**src/hw/rtl/cscwn_pkg.sv**
```systemverilog
`default_nettype none
// ----------------------------------------------------------------------------
// cscwn_pkg
// Shared types and constants of the comment stripper / whitespace collapser.
// ----------------------------------------------------------------------------
package cscwn_pkg;

  localparam logic [7:0] ChSlash  = 8'h2F;
  localparam logic [7:0] ChStar   = 8'h2A;
  localparam logic [7:0] ChBslash = 8'h5C;
  localparam logic [7:0] ChDquote = 8'h22;
  localparam logic [7:0] ChSquote = 8'h27;
  localparam logic [7:0] ChSpace  = 8'h20;
  localparam logic [7:0] ChTab    = 8'h09;
  localparam logic [7:0] ChLf     = 8'h0A;
  localparam logic [7:0] ChCr     = 8'h0D;

  // results per input beat and result queue geometry
  localparam int MaxRes = 3;
  localparam int QDepth = 4;
  localparam int QPtrW  = $clog2(QDepth);
  localparam int QCntW  = $clog2(QDepth + 1);

  typedef enum logic [2:0] {
    LEX_NORMAL,
    LEX_SLASH,
    LEX_LINE,
    LEX_BLOCK,
    LEX_BLOCK_STAR,
    LEX_LIT,
    LEX_LIT_ESC
  } lex_mode_t;

  typedef struct packed {
    logic [7:0] data;
    logic       byte_valid;
    logic       end_of_text;
  } res_t;

  typedef struct packed {
    logic [1:0]            count;
    res_t [MaxRes-1:0]     item;
  } lex_out_t;

  typedef struct packed {
    lex_mode_t mode;
    logic      emitted_any;
  } lex_status_t;

  function automatic logic is_white(input logic [7:0] c);
    return (c == ChSpace) || (c == ChTab) || (c == ChLf) || (c == ChCr);
  endfunction

endpackage
`default_nettype wire

```
**src/hw/rtl/c_source_comment_whitespace_normalizer.sv**
```systemverilog
`default_nettype none
// the result queue registers a beat's results; its head drives the outputs
// throughput: one input beat per cycle while each beat yields at most one result and
//   out_ready is high; a beat with two or three results holds the input off until the
//   four-entry result queue drains back to one entry (one leaves per cycle with out_ready)
// reset: synchronous active-low rst_n returns the lexer to normal mode and empties the queue
// ----------------------------------------------------------------------------
// c_source_comment_whitespace_normalizer
// Strips C comments, collapses whitespace runs and trims the ends of a text,
// passing quoted literals through unchanged.
// ----------------------------------------------------------------------------
module c_source_comment_whitespace_normalizer (
  input  wire logic       clk,
  input  wire logic       rst_n,
  // input beat channel
  input  wire logic       in_valid,
  output logic            in_ready,
  input  wire logic [7:0] in_byte,
  input  wire logic       in_last_byte,
  // result beat channel
  output logic            out_valid,
  input  wire logic       out_ready,
  output logic [7:0]      out_byte,
  output logic            out_byte_valid,
  output logic            out_end_of_text
);
  import cscwn_pkg::*;

  logic               accept;
  lex_out_t           lex_out;
  lex_status_t        lex_status;
  logic               room;
  logic [QCntW-1:0]   fill;

  // a beat is taken whenever the queue can absorb its worst case
  assign in_ready = room;
  assign accept   = in_valid && in_ready;

  // lexer: state registers plus the single-pass result logic for the beat
  cscwn_lexer u_lexer (
    .clk          (clk),
    .rst_n        (rst_n),
    .accept       (accept),
    .in_byte      (in_byte),
    .in_last_byte (in_last_byte),
    .lex_out      (lex_out),
    .status       (lex_status)
  );

  // result queue doubles as the output register, decoupling the two sides
  cscwn_outq u_outq (
    .clk             (clk),
    .rst_n           (rst_n),
    .push            (accept),
    .lex_out         (lex_out),
    .room            (room),
    .out_valid       (out_valid),
    .out_ready       (out_ready),
    .out_byte        (out_byte),
    .out_byte_valid  (out_byte_valid),
    .out_end_of_text (out_end_of_text),
    .fill            (fill)
  );

  // queue never overfills
  a_fill_bound : assert property (@(posedge clk) disable iff (!rst_n)
    fill <= QCntW'(QDepth))
    else $error("result queue overfilled");

  // a beat without a byte is only ever the end marker
  a_bare_marker : assert property (@(posedge clk) disable iff (!rst_n)
    out_valid && !out_byte_valid |-> out_end_of_text)
    else $error("empty result beat without end of text");

  // the last beat of a text puts the lexer back to its reset state
  a_last_resets : assert property (@(posedge clk) disable iff (!rst_n)
    accept && in_last_byte |=> lex_status.mode == LEX_NORMAL && !lex_status.emitted_any)
    else $error("lexer not reset after end of text");

endmodule
`default_nettype wire

```
**src/hw/rtl/cscwn_lexer.sv**
```systemverilog
`default_nettype none
// ----------------------------------------------------------------------------
// cscwn_lexer
// Lexer state and per-beat result generation (up to three results per beat).
// ----------------------------------------------------------------------------
module cscwn_lexer (
  input  wire logic                   clk,
  input  wire logic                   rst_n,
  input  wire logic                   accept,
  input  wire logic [7:0]             in_byte,
  input  wire logic                   in_last_byte,
  output cscwn_pkg::lex_out_t         lex_out,
  output cscwn_pkg::lex_status_t      status
);
  import cscwn_pkg::*;

  lex_mode_t mode_r, mode_nxt;
  logic      quote_dq_r, quote_dq_nxt;
  logic      space_pend_r, space_pend_nxt;
  logic      emitted_r, emitted_nxt;

  always_ff @(posedge clk) begin
    if (!rst_n) begin
      mode_r       <= LEX_NORMAL;
      quote_dq_r   <= 1'b0;
      space_pend_r <= 1'b0;
      emitted_r    <= 1'b0;
    end else if (accept) begin
      mode_r       <= mode_nxt;
      quote_dq_r   <= quote_dq_nxt;
      space_pend_r <= space_pend_nxt;
      emitted_r    <= emitted_nxt;
    end
  end

  always_comb begin
    logic [7:0]        c;
    logic [7:0]        q;
    logic [1:0]        n_v;
    logic [7:0]        b_v [MaxRes];
    logic              sp_v;
    logic              em_v;
    logic              qd_v;
    logic              run_normal;
    lex_mode_t         md_v;

    c          = in_byte;
    q          = quote_dq_r ? ChDquote : ChSquote;
    n_v        = 2'd0;
    for (int k = 0; k < MaxRes; k++) b_v[k] = 8'h00;
    sp_v       = space_pend_r;
    em_v       = emitted_r;
    qd_v       = quote_dq_r;
    md_v       = mode_r;
    run_normal = 1'b0;

    case (mode_r)
      LEX_SLASH: begin
        if (c == ChSlash) begin
          md_v = LEX_LINE;
          sp_v = 1'b1;
        end else if (c == ChStar) begin
          md_v = LEX_BLOCK;
          sp_v = 1'b1;
        end else begin
          // held slash was a divide: owed space, then the slash
          if (sp_v && em_v) begin
            b_v[n_v] = ChSpace;
            n_v      = n_v + 2'd1;
          end
          sp_v       = 1'b0;
          b_v[n_v]   = ChSlash;
          n_v        = n_v + 2'd1;
          em_v       = 1'b1;
          md_v       = LEX_NORMAL;
          run_normal = 1'b1;
        end
      end
      LEX_LINE: begin
        if (c == ChLf) md_v = LEX_NORMAL;
      end
      LEX_BLOCK: begin
        if (c == ChStar) md_v = LEX_BLOCK_STAR;
      end
      LEX_BLOCK_STAR: begin
        if (c == ChSlash) md_v = LEX_NORMAL;
        else if (c != ChStar) md_v = LEX_BLOCK;
      end
      LEX_LIT: begin
        b_v[n_v] = c;
        n_v      = n_v + 2'd1;
        em_v     = 1'b1;
        if (c == ChBslash) md_v = LEX_LIT_ESC;
        else if (c == q) md_v = LEX_NORMAL;
      end
      LEX_LIT_ESC: begin
        b_v[n_v] = c;
        n_v      = n_v + 2'd1;
        em_v     = 1'b1;
        md_v     = LEX_LIT;
      end
      default: begin
        md_v       = LEX_NORMAL;
        run_normal = 1'b1;
      end
    endcase

    // ordinary byte handling, shared by normal mode and a resolved slash
    if (run_normal) begin
      if (c == ChSlash && !in_last_byte) begin
        md_v = LEX_SLASH;
      end else if (is_white(c)) begin
        sp_v = 1'b1;
      end else begin
        if (sp_v && em_v) begin
          b_v[n_v] = ChSpace;
          n_v      = n_v + 2'd1;
        end
        sp_v     = 1'b0;
        b_v[n_v] = c;
        n_v      = n_v + 2'd1;
        em_v     = 1'b1;
        if (c == ChDquote || c == ChSquote) begin
          qd_v = (c == ChDquote);
          md_v = LEX_LIT;
        end
      end
    end

    for (int k = 0; k < MaxRes; k++) begin
      lex_out.item[k].data        = b_v[k];
      lex_out.item[k].byte_valid  = 1'b1;
      lex_out.item[k].end_of_text = in_last_byte && (2'(k) == n_v - 2'd1);
    end
    lex_out.count = n_v;

    if (in_last_byte) begin
      if (n_v == 2'd0) begin
        // bare end marker
        lex_out.count                = 2'd1;
        lex_out.item[0].data         = 8'h00;
        lex_out.item[0].byte_valid   = 1'b0;
        lex_out.item[0].end_of_text  = 1'b1;
      end
      md_v = LEX_NORMAL;
      qd_v = 1'b0;
      sp_v = 1'b0;
      em_v = 1'b0;
    end

    mode_nxt       = md_v;
    quote_dq_nxt   = qd_v;
    space_pend_nxt = sp_v;
    emitted_nxt    = em_v;
  end

  assign status.mode        = mode_r;
  assign status.emitted_any = emitted_r;

endmodule
`default_nettype wire

```
**src/hw/rtl/cscwn_outq.sv**
```systemverilog
`default_nettype none
// ----------------------------------------------------------------------------
// cscwn_outq
// Result queue: takes up to three results per beat, delivers one per cycle while out_ready.
// ----------------------------------------------------------------------------
module cscwn_outq (
  input  wire logic                          clk,
  input  wire logic                          rst_n,
  input  wire logic                          push,
  input  wire cscwn_pkg::lex_out_t           lex_out,
  output logic                               room,
  output logic                               out_valid,
  input  wire logic                          out_ready,
  output logic [7:0]                         out_byte,
  output logic                               out_byte_valid,
  output logic                               out_end_of_text,
  output logic [cscwn_pkg::QCntW-1:0]        fill
);
  import cscwn_pkg::*;

  res_t              q_r [QDepth];
  logic [QPtrW-1:0]  rptr_r, rptr_nxt;
  logic [QPtrW-1:0]  wptr_r, wptr_nxt;
  logic [QCntW-1:0]  cnt_r, cnt_nxt;
  logic              pop;
  logic [QCntW-1:0]  push_n;

  assign pop    = out_valid && out_ready;
  assign push_n = push ? QCntW'(lex_out.count) : '0;

  always_comb begin
    rptr_nxt = pop ? rptr_r + QPtrW'(1) : rptr_r;
    wptr_nxt = wptr_r + QPtrW'(push_n);
    cnt_nxt  = cnt_r + push_n - QCntW'(pop);
  end

  always_ff @(posedge clk) begin
    if (!rst_n) begin
      rptr_r <= '0;
      wptr_r <= '0;
      cnt_r  <= '0;
    end else begin
      rptr_r <= rptr_nxt;
      wptr_r <= wptr_nxt;
      cnt_r  <= cnt_nxt;
    end
  end

  always_ff @(posedge clk) begin
    for (int k = 0; k < MaxRes; k++) begin
      if (push && (2'(k) < lex_out.count)) begin
        q_r[wptr_r + QPtrW'(k)] <= lex_out.item[k];
      end
    end
  end

  // room for a worst-case beat
  assign room            = (cnt_r <= QCntW'(QDepth - MaxRes));
  assign out_valid       = (cnt_r != '0);
  assign out_byte        = q_r[rptr_r].data;
  assign out_byte_valid  = q_r[rptr_r].byte_valid;
  assign out_end_of_text = q_r[rptr_r].end_of_text;
  assign fill            = cnt_r;

endmodule
`default_nettype wire
```
**config.mk**
```make
export PLATFORM = sky130hd
export DESIGN_NAME = c_source_comment_whitespace_normalizer
export DESIGN_NICKNAME = d
export VERILOG_FILES = /design/src/hw/rtl/cscwn_pkg.sv /design/src/hw/rtl/c_source_comment_whitespace_normalizer.sv /design/src/hw/rtl/cscwn_lexer.sv /design/src/hw/rtl/cscwn_outq.sv
export SDC_FILE = /design/constraint.sdc
export NUM_CORES = 1
export LEC_CHECK = 0
export BUFFER_PORTS_ARGS = -buffer_cell sky130_fd_sc_hd__buf_2
export CAP_MARGIN = 25
export CORE_ASPECT_RATIO = 0.8
export CORE_UTILIZATION = 36
export DETAILED_ROUTE_END_ITERATION = 10
export PLACE_DENSITY = 0.58
export SYNTH_ARGS = -nofsm -noshare
export SYNTH_HDL_FRONTEND = slang
export SYNTH_SLANG_ARGS = --single-unit
```
**constraint.sdc**
```tcl
create_clock -name clk -period 10.26 [get_ports clk]
set_input_delay 1.026 -clock clk [delete_from_list [all_inputs] [get_ports clk]]
set_output_delay 1.026 -clock clk [all_outputs]
set_load 0.02 [all_outputs]
```
==> results of run 1 <==
-- power by group --
part / total, uW / switching (uW) / internal (uW)
combinational: 256 / 146 / 110
sequential: 308 / 30.7 / 277
clock: 180 / 86.7 / 92.9
-- worst max-delay path, cell delays in order --
cell      delay, ns
buf_2          0.32
xnor2_1        0.19
a311o_1        0.37
or2_1          0.37
ha_1           0.33
nand2_1        0.05
nand2_1        0.10
inv_1          0.07
ha_1           0.26
o21bai_1       0.17
mux2i_1        0.81
nand4_1        0.44
nand3_1        0.63
-- final cells by class --
class | count | share of cell area [%]
Tap cell | 144 | 4.169
Inverter | 16 | 1.390
Timing Repair Buffer | 25 | 2.953
Clock inverter | 3 | 0.6369
Sequential cell | 55 | 33.82
Clock buffer | 5 | 2.895
Multi-Input combinational cell | 328 | 54.14
-- logic make-up (layout without fill, tap and decap cells) --
logic type      count (synthesis)  count (layout)
fa+ha+maj                      11              11
xor+xnor                       11              11
buf+inv                        47              49
compound gates                118             118
flops                          55              55
simple gates                  172             172
mux                            16              16
-- state kept, by name, indices dropped and copies added (netlist names), named ones only --
register              count
u_lexer.mode_r            3
u_lexer.space_pend_r      1
u_outq.q_r               40
u_lexer.quote_dq_r        1
u_outq.fill               3
u_outq.wptr_r             2
u_lexer.emitted_r         1
u_outq.rptr_r             2
-- worst max path at each step --
stage,start,end,slack (ns),depth (start not counted)
floorplan,in_byte[1],u_outq.fill[2],5.61,19
global route,in_byte[0],u_outq.q_r[0][6],4.79,13
CTS,in_byte[0],u_outq.q_r[0][9],5.13,13
finish,in_byte[0],u_outq.q_r[0][9],5.04,13
global placement,in_byte[0],u_outq.q_r[1][0],4.99,13
detailed placement,in_byte[0],u_outq.q_r[0][3],4.85,13
-- layout by cell type (no fill, tap or decap), types with 9 or more instances in the layout --
cell,instances
nand2_1,45
edfxtp_1,36
nor2_1,26
buf_2,24
a21oi_1,23
nand4_1,23
dfxtp_1,19
inv_1,16
nand3_1,15
and2_1,14
o21ai_0,14
a31oi_1,12
o221ai_1,11
mux4_2,10
ha_1,10
a22oi_1,9
-- per-stage QoR --
stage / power [uW] / cells / hold WS [ns]
after floorplan: 496.7 / 430 / 0.4375
after global placement: 565.6 / 568 / 0.4673
after detailed placement: 570.6 / 568 / 0.4665
after CTS: 748.5 / 576 / 0.4854
after global routing: 790.0 / 576 / 0.5126
final: 743.7 / 576 / 0.4814
-- layer usage --
layer	vias up	share of wire [%]	wire length, um	global-route usage (%)
li1	1660	-	-	-
met1	1746	46	5437	29.99
met2	185	43	5075	32.42
met3	24	8.4	986	3.873
met4	0	1.7	195	5.521
met5	-	0	0	0
==> out/results.ini, run 1 <==
[status]
outcome=finished clean

[floorplan]
die_x_um=120.0
core_sq_um=10850
io_pins=25
die_y_um=96.42
start_util_pct=36.98
fp-row-count=34
dieArea_sq_um=11570

[cts]
cts_buffers=5
clkLatencyLatePin_ns=0.30
htreeDepth=2
root_buffer=clkbuf_16
post_cts.repair.setup_buffers=0
cts_hold_buffers=0
cts_tree=yes
cts_resized=0
path_clk_slew_ns=0.08
cts_sinks=55
clock_path_buffers=2

[hold_path]
hold_depth=1
min_to=u_outq.q_r[2][1]
min-delay-start=u_outq.q_r[2][1]
min_path_type=flip-flop to flip-flop

[worst_setup_path]
worstPathMaxFanout=17
worstReg2RegEnd=u_outq.q_r[0][9]
cp-end-kind=flip-flop
critPathKind=input pin to flip-flop
cp-start-kind=input pin
arrival_ns=5.15
timing.rr.start=u_lexer.mode_r[1]
reg2reg_depth=12
r2r_setup_slack_ns=5.43
crit_required_ns=10.20

[global_route]
antenna_found_initial=0
grt_pass1_vias=3261
grt_max_degree=23
grt_pass1_wl_mm=18.46
grt_usage_pct=20.95
gr-total-overflow=0

[routing]
avgRoutedWirePerCell_um=20.30
drt_first_iter_violations=378
antenna_left=0
first_pass_iters=5
via_count=3615
vias_per_cell=6.276
drc=0
drt-total-wl_mm=11.70

[timing]
drv_slew=0
fin_tns_setup_ns=0
rsz0062_at_grt=false
setup_viol_count_final=0
clock_skew_ns=0.009706
hold_viol=0
period_share_pct=50.86
fmax_mhz=191.6
fin_crit_ns=5.218
slew_headroom_pct=23.21
tightest_slew_ns=1.141
setup_ws_ns=5.042

[power]
ir_worst_vdd_uv=63.68
p_per_area_nw_per_um2=172.1
p_leak_uw=0.001574

[placement]
placedInstanceArea_sq_um=4169
dpl.hpwl_mm=8.587
place.gp.congestion=0.9176
port_buffers=24
dp_slack_ns=4.845

[cells_and_area]
post-route-util_pct=39.84
drive_gt1_share_pct=14.12
seq_area_sq_um=1461
final_area_sq_um=4322
multi_input_area_sq_um=2340
fillers=1088
diodes=0
area_growth_pct=7.735
nNetsFinal=455

[yosys]
ys_seq_elements=55
synth.distinct_cells=69
synthArstFlopShare_pct=0
synth_cells=430
yosys-top-cells-count=45 x nand2_1, 36 x edfxtp_1, 26 x nor2_1, 23 x a21oi_1, 23 x nand4_1
synth_largest_area_cell=edfxtp_1
synth.mux.area_fraction_pct=7.236
yosysMostFrequentCell=nand2_1
synth_ff_type=edfxtp_1
yosys.area_share.adder_pct=3.618
synth_compound_area_share_pct=21.18
synth_top_family_by_area=simple AND/OR/NAND/NOR gates
avgSynthCellArea_sq_um=9.329
ys.warnings.count=0
synthTopCellsByArea=edfxtp_1 27%, dfxtp_1 9.5%, mux4_2 5.6%, nand2_1 4.2%, nand4_1 3.6%
ys_seq_area_share_pct=36.43
synth-simple-area-share_pct=23.55
syn-num-nets=454
synth-edff-count=36
synthXorXnorAreaFrac_pct=2.745
synth_area_sq_um=4011
yosysTopAreaCellShare_pct=26.95

[job]
maxCapViolCount=0

Power figures use the tool's default switching activity.
==> run 2, diff against run 1 <==
--- a/config.mk
+++ b/config.mk
@@ -5,6 +5,7 @@
 export SDC_FILE = /design/constraint.sdc
 export NUM_CORES = 1
 export LEC_CHECK = 0
+export ABC_AREA = 1
 export BUFFER_PORTS_ARGS = -buffer_cell sky130_fd_sc_hd__buf_2
 export CAP_MARGIN = 25
 export CORE_ASPECT_RATIO = 0.8
==> constraint.sdc (replaced) <==
create_clock -name clk -period 5.3 [get_ports clk]
set_input_delay 0.53 -clock clk [delete_from_list [all_inputs] [get_ports clk]]
set_output_delay 0.53 -clock clk [all_outputs]
set_load 0.02 [all_outputs]
==> out/results.ini, run 2 <==
[status]
outcome=finished clean

[timing]
slew_headroom_pct=49.92
fmax_mhz=256.4
tightest_slew_ns=0.7512
fin_crit_ns=3.901
fin_tns_setup_ns=0
period_share_pct=73.60
setup_ws_ns=1.399
setup_viol_count_final=0
hold_viol=0
rsz0062_at_grt=false
clock_skew_ns=0.004164
drv_slew=0

[placement]
place.gp.congestion=0.9590
dpl.hpwl_mm=8.982
port_buffers=24
dp_slack_ns=1.106

[yosys]
synth.distinct_cells=43
yosys-top-cells-count=110 x nand2_1, 66 x nor2_1, 57 x inv_1, 36 x edfxtp_1, 36 x o21ai_0
yosysMostFrequentCell=nand2_1
ys.warnings.count=0
synth-edff-count=36
synthArstFlopShare_pct=0
yosysTopAreaCellShare_pct=26.67
synth_ff_type=edfxtp_1
synth_area_sq_um=4054
synthTopCellsByArea=edfxtp_1 27%, nand2_1 10%, dfxtp_1 9.4%, nor2_1 6.1%, inv_1 5.3%
avgSynthCellArea_sq_um=7.722
synth_cells=525
synth_largest_area_cell=edfxtp_1
syn-num-nets=549
ys_seq_elements=55
ys_seq_area_share_pct=36.05

[cells_and_area]
drive_gt1_share_pct=18.61
largest_register_ffs=40
largestRegisters=u_outq.q_r (40), u_lexer.mode_r (3), u_outq.fill (3)
multi_input_area_sq_um=2250
fillers=1126
final_common_cell=nand2_1
top_register=u_outq.q_r
layout_common_cells=110 x nand2_1, 66 x nor2_1, 57 x inv_1
diodes=0
seq_area_sq_um=1461
area_growth_pct=9.660
nNetsFinal=571

[hold_path]
min_path_type=flip-flop to flip-flop
min-delay-start=u_outq.rptr_r[1]

[cts]
cts_buffers=5
root_buffer=clkbuf_16
cts_resized=0
path_clk_slew_ns=0.07
clkLatencyLatePin_ns=0.30
cts_hold_buffers=0
post_cts.repair.setup_buffers=0
cts_sinks=55
htreeDepth=2
cts_tree=yes
clock_path_buffers=2

[routing]
drt-total-wl_mm=10.99
vias_per_cell=5.299
dr_wl_met2_mm=4.715
maxUsedRoutingLayer=met4
via_count=3667
first_pass_iters=4
wl_met1_mm=5.437
drt_first_iter_violations=243
antenna_left=0
route.met3.wl_um=697
drc=0
avgRoutedWirePerCell_um=15.88

[worst_setup_path]
crit_required_ns=5.25
critPathBufInv=5
cp-end-kind=flip-flop
critPathKind=input pin to flip-flop
critical_path.startpoint=in_byte[7]
crit_family=simple AND/OR/NAND/NOR gates
timing.rr.start=u_lexer.mode_r[2]
cp-start-kind=input pin
path_cells=buf_2, inv_1, nand2_1, nor2_4, nand2_2, nand4_1, nand2_2, inv_1, ha_1, a21oi_1, ha_1, inv_1, nand3_4, nand2_4, nand2_8, nor2_4, inv_2, nor2_4, nor2_1, nand2_1
critPathMaxStageDelay_ns=0.36
worstPathMaxFanout=10
slowest_stage=nand2_1
arrival_ns=3.85

[power]
power.internal_uw=870.2
ir_worst_vdd_uv=144.1
comb_power_share_pct=34.6
p_sw_share_pct=37.48
p_per_area_nw_per_um2=313.1
p_leak_uw=0.001886
pwr-share-clk_pct=23.7
pwr-share-seq_pct=41.7
p_sw_uw=521.7

[floorplan]
die_y_um=96.92
die_x_um=120.6
start_util_pct=37.08
dieArea_sq_um=11690
core_sq_um=10930
fp-row-count=34
io_pins=25

[global_route]
grt_max_degree=22
grt_usage_pct=19.85
gr-total-overflow=0
grt_pass1_vias=3331
grt_pass1_wl_mm=18.10
antenna_found_initial=0

[job]
maxCapViolCount=0

-- run 2: changes by cell type after synthesis, moves of 10 or more --
cell	delta
a31oi_1	-12
nand4_1	-21
inv_2	+16
inv_1	+41
and2_1	-14
o21ai_0	+22
nand2_2	+11
nor2_1	+40
clkbuf_1	-12
nand3_1	+12
mux4_2	-10
nand2_1	+65
nand2_4	+10
-- run 2: routing by layer --
metal,up-vias,global-route usage (%)
met1,1687,29.91
met3,13,2.948
li1,1832,-
met4,0,5.223
met2,135,29.31
met5,-,0
-- run 2: cell type report --
cell class	count	share of cell area (%)
sequential	55	32.87
multi-input combinational	386	50.61
tap	144	4.053
clock buffer	5	2.815
timing repair buffer	25	2.871
inverter	74	6.248
clock inverter	3	0.5348
-- run 2: stage by stage --
stage | hold slack, ns | instances | total power (uW) | utilization [%] | area, sq um
after floorplan | 0.4356 | 525 | 925.7 | - | 4054
after detailed placement | 0.4587 | 684 | 1072 | 39.30 | 4297
after CTS | 0.4723 | 692 | 1403 | 40.66 | 4446
after global placement | 0.4536 | 684 | 1066 | 39.30 | 4297
after global routing | 0.4894 | 692 | 1478 | 40.66 | 4446
final | 0.4682 | 692 | 1392 | 40.66 | 4446
-- run 2: final timing paths --
path / slack, ns / cells after the start / endpoint
min reg2reg: 0.47 / 2 / flip-flop
min: 0.47 / 2 / flip-flop
max: 1.40 / 20 / u_outq.q_r[3][9]
max reg2reg: 1.45 / 17 / u_outq.q_r[3][9]
-- run 2: power groups by stage --
stage / combinational, uW / sequential, uW / clock (uW)
finish: 482 / 580 / 330
global route: 537 / 588 / 353
CTS: 485 / 579 / 339
detailed placement: 483 / 589 / 0
global placement: 479 / 588 / 0
floorplan: 349 / 576 / 0
-- run 2: logic make-up after synthesis --
family                   share of synthesized area (%)
AND/OR/NAND/NOR                                  32.07
AO/OA/AOI/OAI                                    19.41
buffers and inverters                            8.457
flip-flops                                       36.05
adder cells (fa/ha/maj)                          3.580
XOR/XNOR                                        0.4322
-- run 2: worst reg2reg max path, cell delays in order, from the launching register on --
cell,delay (ns)
dfxtp_1,0.52
inv_2,0.07
nor3_2,0.27
nor2_2,0.15
nand2_2,0.16
inv_1,0.08
ha_1,0.29
a21oi_1,0.24
ha_1,0.28
inv_1,0.10
nand3_4,0.09
nand2_4,0.11
nand2_8,0.10
nor2_4,0.23
inv_2,0.11
nor2_4,0.22
nor2_1,0.13
nand2_1,0.36
==> run 3, diff against run 2 <==
==> constraint.sdc (replaced) <==
create_clock -name clk -period 3.6 [get_ports clk]
set_input_delay 0.36 -clock clk [delete_from_list [all_inputs] [get_ports clk]]
set_output_delay 0.36 -clock clk [all_outputs]
set_load 0.02 [all_outputs]
==> out/results.ini, run 3 (synthesis results as in run 2) <==
[floorplan]
core_sq_um=10930
start_util_pct=37.08
fp-row-count=34
die_y_um=96.92
dieArea_sq_um=11690
io_pins=25
die_x_um=120.6

[cells_and_area]
final_common_cell=nand2_1
top_register=u_outq.q_r
largestRegisters=u_outq.q_r (40), u_lexer.mode_r (3), u_outq.fill (3)
largest_register_ffs=40
post-route-util_pct=42.80
drive_gt1_share_pct=22.65
nNetsFinal=597
layout_common_cells=110 x nand2_1, 66 x nor2_1, 57 x inv_1
area_growth_pct=15.43
fin_cells=718
final_area_sq_um=4679
fillers=1072
diodes=0

[placement]
dpl.hpwl_mm=9.002
placedCellCount=706
place.gp.congestion=0.9089
placedInstanceArea_sq_um=4487
port_buffers=24

[global_route]
antenna_found_initial=0
grt_usage_pct=20.19
grt_max_degree=22
grt_pass1_vias=3559
grt_pass1_wl_mm=18.62
gr-total-overflow=0

[routing]
first_pass_iters=5
vias_per_cell=5.198
via_count=3732
drt_first_iter_violations=286
antenna_left=0
avgRoutedWirePerCell_um=15.61
drt-total-wl_mm=11.21
drc=0

[timing]
clock_skew_ns=0.01507
rsz0062_at_grt=false
fmax_mhz=299.5
tightest_slew_ns=0.6241
period_share_pct=92.75
slew_headroom_pct=58.40
fin_crit_ns=3.339
setup_viol_count_final=0
fin_tns_setup_ns=0
hold_viol=0
drv_slew=0

[cts]
root_buffer=clkbuf_16
cts_hold_buffers=0
cts_sinks=55
htreeDepth=2
cts_buffers=5
path_clk_slew_ns=0.07
clock_path_buffers=2
cts_tree=yes
clkLatencyLatePin_ns=0.30

[status]
outcome=finished clean

[power]
p_per_area_nw_per_um2=448.8
ir_worst_vdd_uv=173.2
power.internal_uw=1306
pwr-share-clk_pct=24.0
p_sw_uw=793.7
p_sw_share_pct=37.80
pwr-share-seq_pct=40.7
comb_power_share_pct=35.3
p_leak_uw=0.002023

[worst_setup_path]
worstPathMaxFanout=8
crit_required_ns=3.78
cp-start-kind=flip-flop
cp-end-kind=flip-flop
critPathKind=flip-flop to flip-flop
arrival_ns=3.52

[hold_path]
min_path_type=input pin to flip-flop

[job]
maxCapViolCount=0

==> run 3: changes by cell type in the layout (fill, tap and decap cells not counted), moves of 2 or more <==
cell	delta
dfxtp_2	+2
buf_4	+24
buf_12	+2
dfxtp_1	-2
==> run 3: path summary, 6_finish.rpt <==
path | startpoint | to | slack, ns | cells after the start
min reg2reg | u_outq.rptr_r[1] | u_outq.rptr_r[1] | 0.47 | 2
max | u_lexer.mode_r[0] | u_outq.fill[2] | 0.26 | 17
min | rst_n | u_outq.fill[0] | 0.35 | 3
max reg2reg | u_lexer.mode_r[0] | u_outq.fill[2] | 0.26 | 17
==> run 3: layer usage <==
metal	up-vias	track usage (%)	part of all wire (%)
met5	-	0	0
li1	1887	-	-
met4	0	4.938	1.4
met2	107	31.61	44
met3	14	2.830	5.8
met1	1724	29.14	48
==> run 3: area by class of cell <==
class                           instances  area, sq um  share of cell area (%)
Multi-Input combinational cell        386         2265                   48.40
Timing Repair Buffer                   51        347.8                   7.433
Inverter                               74        277.8                   5.936
Clock buffer                            6        128.9                   2.754
Tap cell                              144        180.2                   3.850
Sequential cell                        55         1464                   31.28
Clock inverter                          2        16.27                  0.3476
==> run 3: through the flow <==
step | setup WS, ns | total power [uW] | hold slack, ns
after CTS | 0.1240 | 2111 | 0.3563
after global placement | 0.1155 | 1594 | 0.4546
final | 0.2609 | 2100 | 0.3518
after global routing | 0.005979 | 2230 | 0.3780
after detailed placement | -0.004201 | 1610 | 0.4628
after floorplan | 0.3069 | 1363 | 0.4356
==> run 3: critical path, stage by stage (launching register included) <==
cell and delay [ns]:
dfxtp_1 0.39, inv_2 0.09, nor3_4 0.29, nand3_4 0.14
nor2_8 0.15, inv_1 0.09, ha_1 0.29, a21oi_2 0.16
ha_1 0.24, inv_1 0.09, nand3_4 0.09, nand2_4 0.12
nand2_8 0.10, ha_1 0.29, inv_1 0.05, fa_1 0.44
o21ai_1 0.16, a21oi_1 0.05
==> run 3: power by group through the flow <==
stage / Combinational (uW) / Sequential [uW] / Clock [uW]
CTS: 745 / 854 / 512
global placement: 729 / 865 / 0
finish: 741 / 854 / 504
detailed placement: 742 / 868 / 0
floorplan: 514 / 849 / 0
global route: 833 / 864 / 532
==> run 3: what timing repair did <==
action                                  4_1_cts  5_1_grt
endpoints found under the setup margin        0       33
buffers inserted                              0        4
resized for setup                             0        6
